File: config.mk
export PLATFORM = sky130hd
export DESIGN_NAME = tse_front
export DESIGN_NICKNAME = d
export VERILOG_FILES = /design/src/hdl/tse_pkg.sv /design/src/hdl/tse_front.sv
export SDC_FILE = /design/constraint.sdc
export NUM_CORES = 2
export LEC_CHECK = 0
export BUFFER_PORTS_ARGS = -buffer_cell sky130_fd_sc_hd__buf_4
export CAP_MARGIN = 0
export CORE_ASPECT_RATIO = 1.2
export CORE_MARGIN = 8
export CORE_UTILIZATION = 25
export CTS_CLUSTER_SIZE = 10
export DETAILED_ROUTE_END_ITERATION = 10
export RECOVER_POWER = 25
export SLEW_MARGIN = 40
export SYNTH_ARGS = -nofsm -noshare
export SYNTH_HDL_FRONTEND = slang
export SYNTH_SLANG_ARGS = --single-unit
export TNS_END_PERCENT = 50
File: constraint.sdc
create_clock -name clock -period 22.4 [get_ports clock]
set_input_delay 4.48 -clock clock [delete_from_list [all_inputs] [get_ports clock]]
set_output_delay 4.48 -clock clock [all_outputs]
set_load 0.005 [all_outputs]
File: src/hdl/tse_pkg.sv
// ----------------------------------------------------------------------------
// tse_pkg
// Shared types and constants for the Taylor sine evaluator: the lane word
// that flows from cell to cell and the Horner coefficient table.
// ----------------------------------------------------------------------------
package tse_pkg;

   // Port widths of the angle and the result
   localparam int unsigned ANGLE_W   = 31;
   localparam int unsigned SINE_W    = 30;

   // Internal working format: Q60 for x^2, coefficients and the accumulator
   localparam int unsigned WORK_FRAC = 60;
   localparam int unsigned WORD_W    = 64;

   // One lane word: what every cell hands to its neighbour
   typedef struct packed {
      logic                     valid;
      logic                     xneg;
      logic [ANGLE_W-1:0]       ax;
      logic [WORD_W-1:0]        x2;
      logic signed [WORD_W-1:0] s;
   } lane_type;

   // Coefficients floor(2^60/(2n+1)!), built by repeated truncating division
   function automatic logic [WORD_W-1:0] coef(input int unsigned idx);
      logic [WORD_W-1:0] c;
      case (idx)
         0:       c = 64'd1152921504606846976;
         1:       c = 64'd192153584101141162;
         2:       c = 64'd9607679205057058;
         3:       c = 64'd228754266787072;
         4:       c = 64'd3177142594264;
         5:       c = 64'd28883114493;
         6:       c = 64'd185148169;
         7:       c = 64'd881657;
         8:       c = 64'd3241;
         9:       c = 64'd9;
         default: c = 64'd0;
      endcase
      return c;
   endfunction

endpackage

File: src/hdl/tse_front.sv
// ----------------------------------------------------------------------------
// tse_front
// Entry of the chain: takes the magnitude of the angle, clamps it to 3.2,
// squares it into Q60 and seeds the accumulator with the last coefficient.
// ----------------------------------------------------------------------------
module tse_front #(
   parameter int unsigned       FRAC_BITS = 28,
   parameter logic [63:0]       START     = 64'd0
) (
   input  logic                                clock,
   input  logic                                reset,
   input  logic                                en,
   input  logic                                req_valid,
   input  logic signed [tse_pkg::ANGLE_W-1:0]  req_angle,
   output tse_pkg::lane_type                   lane_out
);

   localparam logic [63:0] LIMIT    = (64'd16 << FRAC_BITS) / 64'd5;
   localparam int unsigned SQ_SHIFT = tse_pkg::WORK_FRAC - 2 * FRAC_BITS;

   logic                           valid_a_ff, valid_a_in;
   logic                           xneg_a_ff, xneg_a_in;
   logic [tse_pkg::ANGLE_W-1:0]    ax_a_ff, ax_a_in;
   logic [tse_pkg::ANGLE_W-1:0]    ax_abs;
   logic [2*tse_pkg::ANGLE_W-1:0]  sq;
   tse_pkg::lane_type              lane_ff, lane_in;

   // Take the magnitude and clamp it to the angle limit
   always_comb begin
      valid_a_in = req_valid;
      xneg_a_in  = req_angle[tse_pkg::ANGLE_W-1];
      ax_abs     = xneg_a_in ? (tse_pkg::ANGLE_W'(0) - $unsigned(req_angle))
                             : $unsigned(req_angle);
      if ({33'd0, ax_abs} > LIMIT) begin
         ax_a_in = LIMIT[tse_pkg::ANGLE_W-1:0];
      end else begin
         ax_a_in = ax_abs;
      end
   end

   // Square into Q60 and seed the accumulator
   always_comb begin
      sq              = (2*tse_pkg::ANGLE_W)'(ax_a_ff) * (2*tse_pkg::ANGLE_W)'(ax_a_ff);
      lane_in.valid   = valid_a_ff;
      lane_in.xneg    = xneg_a_ff;
      lane_in.ax      = ax_a_ff;
      lane_in.x2      = {2'b00, sq} << SQ_SHIFT;
      lane_in.s       = $signed(START);
   end

   always_ff @(posedge clock) begin
      if (reset) begin
         valid_a_ff    <= 1'b0;
         lane_ff.valid <= 1'b0;
      end else if (en) begin
         valid_a_ff    <= valid_a_in;
         lane_ff       <= lane_in;
      end
   end

   // Payload only, no reset
   always_ff @(posedge clock) begin
      if (en) begin
         xneg_a_ff <= xneg_a_in;
         ax_a_ff   <= ax_a_in;
      end
   end

   assign lane_out = lane_ff;

endmodule

==> After elaboration in Yosys (flattened, before gate mapping) <==
Index checks and enable logic that the tools add are counted.
{ "totals": {"ff_bits": 126, "in_bits": 35, "out_inout_bits": 161, "elab_cells": 13} }
{ "classes": {"addsub": 1, "multipliers": 1, "order_cmp": 1, "muxes": 1, "bitwise": 1, "n_reduce_logical": 1} }
{ "ops": {"columns": ["cell", "n"], "rows": [
  ["$mul 31x31->60", 1],
  ["$gt 31x30->1 const B", 1],
  ["$mux 31", 1],
  ["$sub 1x31->31 const A", 1],
  ["$reduce_and 2->1", 1],
  ["$not 1->1", 1]
]} }

==> Depth between registers and ports, before layout <==
{ "logic_depth": {"word_depth": 3, "depth_mapped": 31, "mapped_depth_nobuf": 28} }

==> Worst setup path before layout <==
No wires, ideal clock.
{ "synth_timing": {"path_kind": "input port to flip-flop", "startpoint": "input reset", "endpoint": "register lane_ff (netlist bit lane_out[100]) (enable)", "setup_ns": 0.551, "arrival_time_ns": 8.487, "path_slack_ns": 13.361, "stages": 1, "path_cell_list": "nor2b_1"} }
{ "synth_between": {"elab_chain_len": 2} }
{ "synth_lines": {"columns": ["item", "line", "rtl"], "rows": [
  ["start: declaration", "tse_front.sv:11", "input logic reset,"],
  ["$not 1->1 (no line)", null, null],
  ["$reduce_and 2->1 (no line)", null, null],
  ["end signal: assignment", "tse_front.sv:57", "lane_ff <= lane_in;"],
  ["end: declaration", "tse_front.sv:26", "tse_pkg::lane_type lane_ff, lane_in;"]
]} }
Every way passes these cells.
A chain may end at the register's enable or synchronous reset.

==> Worst setup path after layout <==
{ "layout_timing": {"startpoint": "register ax_a_ff[22] in the netlist's numbering", "endpoint": "register lane_ff (netlist bit lane_out[119]), data pin"} }
{ "layout_between": {"elab_chain_len": 1} }
{ "layout_lines": {"columns": ["item", "line", "rtl"], "rows": [
  ["start: declaration", "tse_front.sv:23", "logic [tse_pkg::ANGLE_W-1:0] ax_a_ff, ax_a_in;"],
  ["start signal: assignment", "tse_front.sv:65", "ax_a_ff <= ax_a_in;"],
  ["$mul 31x31->60", "tse_front.sv:43", "sq = (2*tse_pkg::ANGLE_W)'(ax_a_ff) * (2*tse_pkg::ANGLE_W)'(ax_a_ff);"],
  ["net sq, one bit", "tse_front.sv:25", "logic [2*tse_pkg::ANGLE_W-1:0] sq;"]
]} }
The timed path passes the listed nets, and every way through them passes these cells.

==> impl_summary.md <==
Finish
The total of fill cells in the finished design is 13,900. Relative to the synthesized area, the layout overhead comes to 9.44%. For this run, the post-layout net count is 4,495. In the layout the commonest cells are sky130_fd_sc_hd__inv_1 (909), sky130_fd_sc_hd__fa_1 (748), sky130_fd_sc_hd__nand2_1 (326). The cell area after layout is 36,200 um2. The share of post-route cells with drive strength above 1 is 5.88%. The library cell used most frequently in the layout, excluding fill and tap cells, is sky130_fd_sc_hd__inv_1.

Route
The via count is 23,000. Dividing the detail-routed via count by the number of cells gives 4.39. The number of search-and-repair iterations in the first detailed-routing pass is 5. Summed over all layers, the routed wires come to 92,300 um.

The number of nets with antenna violations after routing is 0. The DRC violation total after the first TritonRoute iteration is 1,133. The average detailed-routed wire length per instance is 17.6 um.

After detailed routing, the number of remaining DRC violations is 0.

Worst setup path
The capturing element type of the critical path is a flop. The worst-path cell with the longest stage delay is sky130_fd_sc_hd__clkbuf_1. The data required time at the worst endpoint is 22.64 ns.

Along the worst path, the maximum fanout reaches 27. For this run, the slowest stage of the critical path takes 1.66 ns. The type of the worst setup path is flop to flop. The register-to-register setup slack is 11.98 ns. For the worst setup path, the data arrival time is 10.66 ns. Traced cell by cell, the critical path runs through clkbuf_1 -> inv_1 -> nor2_1 -> fa_1 -> inv_1 -> fa_1 -> fa_1 -> fa_1 -> fa_1 -> fa_1 -> fa_1 -> fa_1 -> inv_1 -> ha_1 -> nand2_1 -> nor2_1 -> a221o_1 -> or4b_2 -> nor3_1 -> nor4_1 -> nor3_1 -> o21ai_0 -> xor2_1.

The kind of start point of the critical path is a flop. In this design, the critical path's most frequently occurring cell is sky130_fd_sc_hd__fa_1.

Floorplan
The chip width is 348 um. After floorplanning, the core was divided into 146 placement rows. The die outline area is 144,000 um2. In this run the standard cell core region covers 132,000 um2. The initial utilization of the core area, before any placement, comes to 25.1%. The height of the die is 414 um. During I/O placement, the number of pins put on the boundary was 196.

Timing
The number of pins exceeding their max-slew limit in the final report came to 694. The upper clock frequency limit is 0.0960 GHz. On the final layout, the worst hold slack is 0.454 ns.

Setup violations remaining at the end of the flow were counted as 0. The transition time at the pin with the least slew margin is 2.44 ns. Setup repair after global routing left no endpoint under its margin. The number of hold-slack violations in the final timing report is 0. Setup total negative slack on the finished layout was measured at 0 ns. Measured against its own limit, the worst slew margin works out to -62.5%. In the finished design, the share of the clock period the worst path needs comes to 46.5%. The time the worst path needs with I/O delays and setup is 10.42 ns. The worst clock skew is 0.0173 ns.

Clock network
The number of buffers between clock root and the deepest sink is 2. For the worst-skew pair, the clock arrives at the later sink with an insertion delay of 0.50 ns. Clock tree synthesis selected as its root buffer the cell sky130_fd_sc_hd__clkbuf_16. Clock tree synthesis inserted a total of 17 buffers. The number of buffers added to fix hold violations after cts is 0.

The post-CTS clock slew at the launch and capture registers of the worst setup and hold paths is 0.07 ns. Post-CTS repair changed the size of 0 cells. The post-CTS repair timing setup buffer count is 0.

The TritonCTS clock tree is built. The count of clock tree sinks is 124. The H-tree depth is 4.

Synthesis
The combined area of all synthesized cells is 33,100 um2. The number of instances in the synthesized netlist is 3,419. Counting flops and latches in the post-synthesis netlist gives 124.

The sequential-to-total area share from yosys stat is 11.2%. The count of different cell masters after synthesis is 82. The number of flops mapped to enable cells by yosys is 122.

The most used flip-flop cell after synthesis is sky130_fd_sc_hd__edfxtp_1. After synthesis, the share of flip-flops with an asynchronous set or reset is 0%. The post-synthesis average cell area is 9.68 um2.

During synthesis, Yosys emitted a total of 0 warnings.

Global route
The number of antenna violations at the first check in global routing is 2. The global-route usage over all layers is 12.8%. The total overflow left after global routing is 0. The first-pass GRT wire length is 144,000 um. The number of global-route vias before repair is 25,600. The pin count of the biggest net entering global routing is 50.

Placement
Detailed placement finished with a half-perimeter wire length of 72,900 um. The global placement routability congestion is 0.886. After detailed placement, the total cell area comes to 35,700 um2. The number of buffers added on ports is 126.

Run status
The run finished, with violations left. The final reports fail on max-capacitance violations, max-slew violations.

Worst hold path
In this run the worst hold path is classified as flop to flop.

Flow run
Max-cap violations in this run came to 21.
## final timing paths
check                                      to         from  cells past startpoint
worst max register to register  lane_out[119]  ax_a_ff[22]                     23
worst min-delay path            lane_out[153]  ax_a_ff[25]                      0
worst min register to register  lane_out[153]  ax_a_ff[25]                      0
worst max-delay path            lane_out[119]  ax_a_ff[22]                     23
## worst max-delay path: cells and delay by family (launching register included)
family / cells / cell delay [ns]
adder cells (fa/ha/maj): 9 / 4.29
XOR/XNOR: 1 / 0.16
flip-flops: 1 / 0.32
AO/OA/AOI/OAI: 2 / 0.52
buffers and inverters: 4 / 2.56
AND/OR/NAND/NOR: 7 / 2.27
## sequential cells by signal, summed over array words and instances, names as in the netlist
register / cells
valid_a_ff: 1
xneg_a_ff: 1
ax_a_ff: 31
lane_out: 91
## layer usage
metal  up-vias  track usage (%)  wire length (um)
met4         2             5.06              3800
li1      10200                -                 -
met5         -                0                13
met1     11900             15.3             36300
met2       793             22.8             47400
met3       189             2.19              4750
## cells in the mapped netlist, drive strengths merged (9+ instances only)
master,count,share of area [%]
edfxtp,122,11
and3,13,0.25
a21o,31,0.70
o21ai,45,0.69
nor2b,18,0.34
nand2,335,3.9
or4,9,0.22
nor3,19,0.32
buf,77,1.8
a21oi,84,1.3
ha,256,9.7
o41ai,9,0.26
a211oi,10,0.23
o21bai,13,0.30
inv,909,10
and2,188,3.6
fa,748,45
nand3,19,0.29
nand4,26,0.51
o31ai,13,0.30
clkbuf,135,1.5
xor2,47,1.2
a31oi,12,0.23
nor2,100,1.1
xnor2,59,1.6
nand2b,10,0.19
## kinds of logic after synthesis
| family | synth area share (%) |
|---|---|
| AO/OA/AOI/OAI | 5.59 |
| multiplexers | 0.216 |
| other | 0.0113 |
| flip-flops | 11.2 |
| XOR/XNOR | 2.81 |
| buffers and inverters | 13.6 |
| AND/OR/NAND/NOR | 11.6 |
| adder cells (fa/ha/maj) | 54.9 |
## cell type report
type                       count  area, um2  share of cell area (%)
multi-input combinational   2243      25100                    69.4
sequential                   124       3700                    10.2
inverter                     909       3410                    9.42
tap                         1776       2220                    6.14
timing repair buffer         161       1120                    3.10
clock buffer                  17        425                    1.18
clock inverter                15        171                   0.473
antenna                        1       2.50                 0.00691
## stage by stage
step           worst slack [ns]  cells  util [%]
6_report                  11.98   5246      27.5
5_1_grt                   11.52   5245      27.5
4_1_cts                   13.66   5245      27.6
3_5_place_dp              13.66   5213      27.1
3_3_place_gp              13.33   5212      27.1
2_1_floorplan             13.36   3488         -
Power is left out: the tool's default activity adds up to more than one toggle a clock period on the data nets, which glitch-free logic cannot reach.
