===== config.mk =====
export PLATFORM = sky130hd
export DESIGN_NAME = tse_tail
export DESIGN_NICKNAME = d
export VERILOG_FILES = /design/src/hdl/tse_pkg.sv /design/src/hdl/tse_tail.sv
export SDC_FILE = /design/constraint.sdc
export NUM_CORES = 2
export LEC_CHECK = 0
export ABC_AREA = 1
export BUFFER_PORTS_ARGS = -buffer_cell sky130_fd_sc_hd__buf_2
export CORE_MARGIN = 4
export CORE_UTILIZATION = 30
export DETAILED_ROUTE_END_ITERATION = 6
export GPL_TIMING_DRIVEN = 0
export SLEW_MARGIN = 30
export SYNTH_ARGS = -nofsm -noshare
export SYNTH_HDL_FRONTEND = slang
export SYNTH_SLANG_ARGS = --single-unit

===== constraint.sdc =====
create_clock -name clock -period 26.2 [get_ports clock]
set_input_delay 2.62 -clock clock [delete_from_list [all_inputs] [get_ports clock]]
set_output_delay 2.62 -clock clock [all_outputs]
set_load 0.02 [all_outputs]

===== src/hdl/tse_pkg.sv =====
// ----------------------------------------------------------------------------
// tse_pkg
// Shared types and constants for the Taylor sine evaluator: the lane word
// that flows from cell to cell and the Horner coefficient table.
// ----------------------------------------------------------------------------
package tse_pkg;

   // Port widths of the angle and the result
   localparam int unsigned ANGLE_W   = 31;
   localparam int unsigned SINE_W    = 30;

   // Internal working format: Q60 for x^2, coefficients and the accumulator
   localparam int unsigned WORK_FRAC = 60;
   localparam int unsigned WORD_W    = 64;

   // One lane word: what every cell hands to its neighbour
   typedef struct packed {
      logic                     valid;
      logic                     xneg;
      logic [ANGLE_W-1:0]       ax;
      logic [WORD_W-1:0]        x2;
      logic signed [WORD_W-1:0] s;
   } lane_type;

   // Coefficients floor(2^60/(2n+1)!), built by repeated truncating division
   function automatic logic [WORD_W-1:0] coef(input int unsigned idx);
      logic [WORD_W-1:0] c;
      case (idx)
         0:       c = 64'd1152921504606846976;
         1:       c = 64'd192153584101141162;
         2:       c = 64'd9607679205057058;
         3:       c = 64'd228754266787072;
         4:       c = 64'd3177142594264;
         5:       c = 64'd28883114493;
         6:       c = 64'd185148169;
         7:       c = 64'd881657;
         8:       c = 64'd3241;
         9:       c = 64'd9;
         default: c = 64'd0;
      endcase
      return c;
   endfunction

endpackage


===== src/hdl/tse_tail.sv =====
// ----------------------------------------------------------------------------
// tse_tail
// End of the chain: multiplies |x| by the accumulator, rounds to the output
// format, saturates to one, applies the sign and holds the result register.
// ----------------------------------------------------------------------------
module tse_tail #(
   parameter int unsigned FRAC_BITS = 28
) (
   input  logic                               clock,
   input  logic                               reset,
   input  logic                               en,
   input  logic                               en_out,
   input  tse_pkg::lane_type                  lane_in,
   output logic                               last_valid,
   output logic                               rsp_valid,
   output logic signed [tse_pkg::SINE_W-1:0]  rsp_sine_value
);

   localparam logic [95:0] HALF = 96'd1 << (tse_pkg::WORK_FRAC - 1);
   localparam logic [35:0] ONE  = 36'd1 << FRAC_BITS;

   logic [63:0]                 mag;
   logic [62:0]                 q0_ff, q0_in, q1_ff, q1_in;
   logic                        v1_ff, v2_ff, rneg1_ff, rneg2_ff, rneg1_in;
   logic [95:0]                 sum_ff, sum_in;
   logic [35:0]                 hi, ym, res;
   logic                        rsp_valid_ff, rsp_valid_in;
   logic [tse_pkg::SINE_W-1:0]  sine_ff, sine_in;

   // Stage 1: partial products of |x| and |s|
   always_comb begin
      mag      = lane_in.s[63] ? (64'd0 - $unsigned(lane_in.s)) : $unsigned(lane_in.s);
      q0_in    = 63'(lane_in.ax) * 63'(mag[31:0]);
      q1_in    = 63'(lane_in.ax) * 63'(mag[63:32]);
      rneg1_in = lane_in.xneg ^ lane_in.s[63];
   end

   // Stage 2: gather and add the rounding half
   assign sum_in = {33'd0, q0_ff} + {1'b0, q1_ff, 32'd0} + HALF;

   // Output stage: shift down, saturate to one, restore the sign
   always_comb begin
      hi           = sum_ff[95:tse_pkg::WORK_FRAC];
      ym           = (hi > ONE) ? ONE : hi;
      res          = rneg2_ff ? (36'd0 - ym) : ym;
      sine_in      = res[tse_pkg::SINE_W-1:0];
      rsp_valid_in = v2_ff;
   end

   always_ff @(posedge clock) begin
      if (reset) begin
         v1_ff        <= 1'b0;
         v2_ff        <= 1'b0;
      end else if (en) begin
         v1_ff        <= lane_in.valid;
         v2_ff        <= v1_ff;
      end
   end

   always_ff @(posedge clock) begin
      if (reset) begin
         rsp_valid_ff <= 1'b0;
      end else if (en_out) begin
         rsp_valid_ff <= rsp_valid_in;
      end
   end

   // Payload only, no reset
   always_ff @(posedge clock) begin
      if (en) begin
         q0_ff    <= q0_in;
         q1_ff    <= q1_in;
         rneg1_ff <= rneg1_in;
         sum_ff   <= sum_in;
         rneg2_ff <= rneg1_ff;
      end
      if (en_out) begin
         sine_ff  <= sine_in;
      end
   end

   assign last_valid     = v2_ff;
   assign rsp_valid      = rsp_valid_ff;
   assign rsp_sine_value = $signed(sine_ff);

endmodule


Yosys cells after proc, flatten, opt, wreduce, memory -nomap -nowiden

Cells that the tools add are included.

Flip-flop bits (word level): 257
Input bits: 165
Output and inout bits: 32
Logic and storage cells: 20

Add/sub/neg operators: 4
Multiply operators: 2
Magnitude comparators: 1
Multiplexer cells: 3
Bitwise gates (word level): 1

Operators with widths:

| cell                                                 | number |
|---|---|
| multiplier 31 x 32 -> 63 bit                         | 2 |
| adder 63 x 95 -> 96 bit                              | 1 |
| adder 96 x 60 -> 96 bit, second input constant       | 1 |
| two-way mux 64 bit                                   | 1 |
| subtractor 1 x 64 -> 64 bit, first input constant    | 1 |
| two-way mux 30 bit                                   | 2 |
| > comparator 36 x 29 -> 1 bit, second input constant | 1 |
| subtractor 1 x 30 -> 30 bit, first input constant    | 1 |
| bitwise XOR 1 bit                                    | 1 |

Logic depth before layout (Yosys ltp)

Depth after elaboration: 4
Gate-level depth with buffers: 43

Worst setup path after synthesis

OpenSTA, ideal clock, no wires.

Kind: input-to-reg
Start: input port lane_in[0] in the netlist's numbering
End: register q0_ff[59], data pin
Setup time: 252 ps
Arrival time: 10013 ps
Data required time: 25948 ps
Path slack: 15935 ps
Cell stages on the path: 39
Buffers on the path: 2
Cells stage by stage: clkbuf_1 > inv_1 > ha_1 > inv_1 > nor3_2 > nand2_1 > nor2_1 > nand4_1 > nand2_1 > o21ai_0 > or2_0 > nand2_1 > buf_2 > nand2_1 > fa_1 > inv_1 > fa_1 > fa_1 > [... 3 more ...] > fa_1 > inv_1 > fa_1 > inv_1 > fa_1 > inv_1 > fa_1 > inv_1 > ha_1 > a21oi_1 > o21ai_0 > a21o_1 > a21oi_1 > nor2_1 > nor3_1 > nand2_1 > nand2_1 > nand2_1

Cells in the longest elaborated chain, start to end: 3

RTL lines:

| item                           | line           | text |
|---|---|---|
| start: declaration             | tse_tail.sv:13 | `input tse_pkg::lane_type lane_in,` |
| subtractor 1 x 64 -> 64 bit    | tse_tail.sv:32 | `mag = lane_in.s[63] ? (64'd0 - $unsigned(lane_in.s)) : $unsigned(lane_in.s);` |
| two-way mux 64 bit *           | tse_tail.sv:32 |  |
| multiplier 31 x 32 -> 63 bit * | tse_tail.sv:33 | `q0_in = 63'(lane_in.ax) * 63'(mag[31:0]);` |
| named net q0_in[59]            | tse_tail.sv:23 | `logic [62:0] q0_ff, q0_in, q1_ff, q1_in;` |
| end signal: assignment         | tse_tail.sv:71 | `q0_ff <= q0_in;` |
| end: declaration               | tse_tail.sv:23 |  |

Mark *: on every way through the listed nets, which the timed path passes. The rest lies on a longest branch.
A chain may end at the register's enable or synchronous reset.

Final worst setup path

Start: input port lane_in[0] in the netlist's numbering
End: register q0_ff[33], data pin

Same word-level chain as after synthesis.

==> metrics.yaml <==
synth-seq-cells: 165
min_path_type: "reg -> reg"
synthSimpleGateAreaFrac_pct: 18.71
grt_pass1_wl_mm: 480.8
arrival_ps: 13620
totalWireLength_mm: 338.7
cpMostUsedCell: "inv_1"
clock_latency_ps: 470
cp_slowest_cell: "buf_1"
h-tree-depth: 4
pin_count: 197
ctsLongestPathBuffers: 2
slew_violations: 0
vias: 66220
path_max_fanout: 10
synth_cell_types: 49
ys_seq_area_share_pct: 6.586
synthFlopType: "edfxtp_1"
yosysWarningCount: 0
finalSetupViolations: 0
first_iter_violations: 7594
end_kind: "flip-flop"
io_buffers: 106
worst_pin_slew_ps: 1181
hp-start: "rneg1_ff$_DFFE_PP_"
muxShareOfSynthArea_pct: 0.01339
final.min_clock_period_ps: 13400
grt_pass1_vias: 67070
synthArstFlopShare_pct: 0
synthAdderAreaFrac_pct: 55.90
num_rows: 183
overflow: 0
post_cts_buffers: 0
die-area_um2: 257300
synth_cells: 9226
coreArea_um2: 248400
period_share_pct: 51.15
r2r_start: "sum_ff[94]$_DFFE_PP_"
antenna_left: 0
gp_congestion: 1.066
grt_max_degree: 89
maxCapViolCount: 0
firstDrtPassIters: 6
reg2reg_to: "rsp_sine_value[22]$_DFFE_PP_"
grt.total_usage_pct: 26.25
die_x_um: 507.2
postCtsHoldBufs: 0
whs_path_depth: 0
cts_resized: 0
fmax_ghz: 0.07462
fin_worst_skew_ps: 22.34
fp.dieH_um: 507.2
slowest_delay_ps: 750
synth_nets: 11690
wire_per_inst_um: 26.60
vias_per_cell: 5.200
clk_pin_slew_ps: 70
rsz0062_at_grt: "false"
cts_sinks: 165
fin_setup_tns_ps: 0
cts_buffers: 17
drive_above_1_share_pct: 4.274
synth_compound_area_share_pct: 4.172
nets: 11840
synth_top_family_by_area: "adder cells"
final_core_util_pct: 32.52
cp.required_ps: 26410
rr_worst_depth: 16
avgSynthCellArea_um2: 8.104
yosys.area_share.xor_xnor_pct: 1.677
status: "complete, no violations"
root_buffer: "clkbuf_16"
slew_headroom_pct: 21.24
synth_area_um2: 74770
cts_tree: "built"
syn_to_final_growth_pct: 8.057
antenna_found_initial: 42
synth_edf_count: 162
dp_hpwl_mm: 289.7
crit_path_start_kind: "primary input"
drc: 0
holdPathEnd: "rneg2_ff$_DFFE_PP_"
start_util_pct: 30.10
hold_viol: 0
critical_path_class: "in -> reg"
r2r_setup_slack_ps: 22670
[layout by cell type (no fill, tap or decap), types with 16 or more instances in the layout]
cell / synthesis / final
a21boi_0: 16 / 16
a21o_1: 32 / 32
a21oi_1: 227 / 227
a31oi_1: 31 / 31
buf_2: 44 / 155
clkbuf_1: 317 / 201
clkbuf_16: 0 / 17
clkbuf_2: 0 / 116
diode_2: 0 / 22
edfxtp_1: 162 / 162
fa_1: 1731 / 1731
ha_1: 571 / 571
inv_1: 2137 / 2137
inv_2: 25 / 25
nand2_1: 1690 / 1688
nand3_1: 284 / 284
nand4_1: 44 / 44
nor2_1: 1330 / 1330
nor3_1: 65 / 65
nor4_1: 33 / 33
o21ai_0: 160 / 160
o21bai_1: 27 / 27
or2_2: 19 / 19
xnor2_1: 38 / 38
xor2_1: 102 / 101
[kinds of logic (layout without fill, tap and decap cells)]
| logic type | Yosys count | in the layout |
|---|---|---|
| AND/OR/NAND/NOR | 3510 | 3510 |
| buffers and inverters | 2558 | 2714 |
| adder cells (fa/ha/maj) | 2302 | 2302 |
| AO/OA/AOI/OAI | 549 | 549 |
| flip-flops | 165 | 165 |
| XOR/XNOR | 141 | 141 |
| multiplexers | 1 | 1 |
| other | 0 | 22 |
[area by class of cell]
cell class | count | area [um^2]
Buffer | 382 | 1657
Tap cell | 3330 | 4167
Sequential cell | 165 | 4925
Fill cell | 26750 | 167600
Clock buffer | 17 | 425.4
Multi-Input combinational cell | 6503 | 60190
Inverter | 2176 | 8169
Antenna cell | 22 | 55.05
Timing Repair Buffer | 124 | 1008
Clock inverter | 15 | 200.2
[cell usage after synthesis (all sizes together) (3+ instances only)]
| library cell | count | share of area, % |
|---|---|---|
| inv | 2162 | 11 |
| fa | 1731 | 46 |
| nand2 | 1698 | 8.6 |
| nor2 | 1344 | 6.8 |
| ha | 571 | 9.6 |
| clkbuf | 317 | 1.6 |
| nand3 | 284 | 1.9 |
| a21oi | 227 | 1.5 |
| o21ai | 167 | 1.1 |
| edfxtp | 162 | 6.5 |
| xor2 | 103 | 1.2 |
| nor3 | 67 | 0.46 |
| buf | 65 | 0.42 |
| nand4 | 44 | 0.37 |
| xnor2 | 38 | 0.45 |
| nor4 | 33 | 0.28 |
| a21o | 32 | 0.32 |
| a31oi | 31 | 0.26 |
| o21bai | 27 | 0.27 |
| or2 | 23 | 0.19 |
| a21boi | 16 | 0.16 |
| o21a | 15 | 0.15 |
| clkinv | 14 | 0.072 |
| o211ai | 12 | 0.12 |
| nand3b | 8 | 0.080 |
| o41ai | 8 | 0.094 |
| o31ai | 7 | 0.070 |
| and3 | 4 | 0.033 |
| a211oi | 3 | 0.030 |
| dfxtp | 3 | 0.080 |
| o2111ai | 3 | 0.035 |
| or3 | 3 | 0.025 |
[metrics by stage]
stage,worst slack [ps],cells,cell area (um^2),hold slack [ps]
floorplan,15940,9226,74770,400.3
global placement,12250,12660,79470,406.7
detailed placement,12680,12680,80100,424.1
CTS,13170,12710,80720,447.4
global route,12660,12720,80760,463.1
finish,12800,12730,80800,437.8
[worst max path at each step]
stage                          end       start  cells after the start  slack, ps
2_1_floorplan  q0_ff[59]$_DFFE_PP_  lane_in[0]                     39      15940
3_3_place_gp   q0_ff[33]$_DFFE_PP_  lane_in[0]                     39      12250
3_5_place_dp   q0_ff[33]$_DFFE_PP_  lane_in[0]                     37      12680
4_1_cts        q0_ff[33]$_DFFE_PP_  lane_in[0]                     37      13170
5_1_grt        q0_ff[33]$_DFFE_PP_  lane_in[0]                     37      12660
6_report       q0_ff[33]$_DFFE_PP_  lane_in[0]                     37      12800
[state kept, by name, indices dropped and copies added (netlist names)]
register and flops:
rsp_sine_value 30, v1_ff 1, rneg1_ff 1, rsp_valid 1, sum_ff 36, q1_ff 63, last_valid 1, q0_ff 31
rneg2_ff 1
[per-layer routing]
layer	vias to the layer above	GRT usage, %	routed length (um)
met4	22	16.54	27400
li1	27460	-	-
met2	4496	37.66	136300
met5	-	0	149
met1	33290	33.71	128700
met3	948	9.045	46070
[critical path: cells and delay by family]
family,cells,cell delay [ps]
AOI/OAI and AO/OA,1,670
xor gates and xnor gates,1,400
adders and majority gates,10,4640
buffers and inverters,12,2920
and+or+nand+nor,13,2250
Power is left out: the tool's default activity adds up to more than one toggle a clock period on the data nets, which glitch-free logic cannot reach.
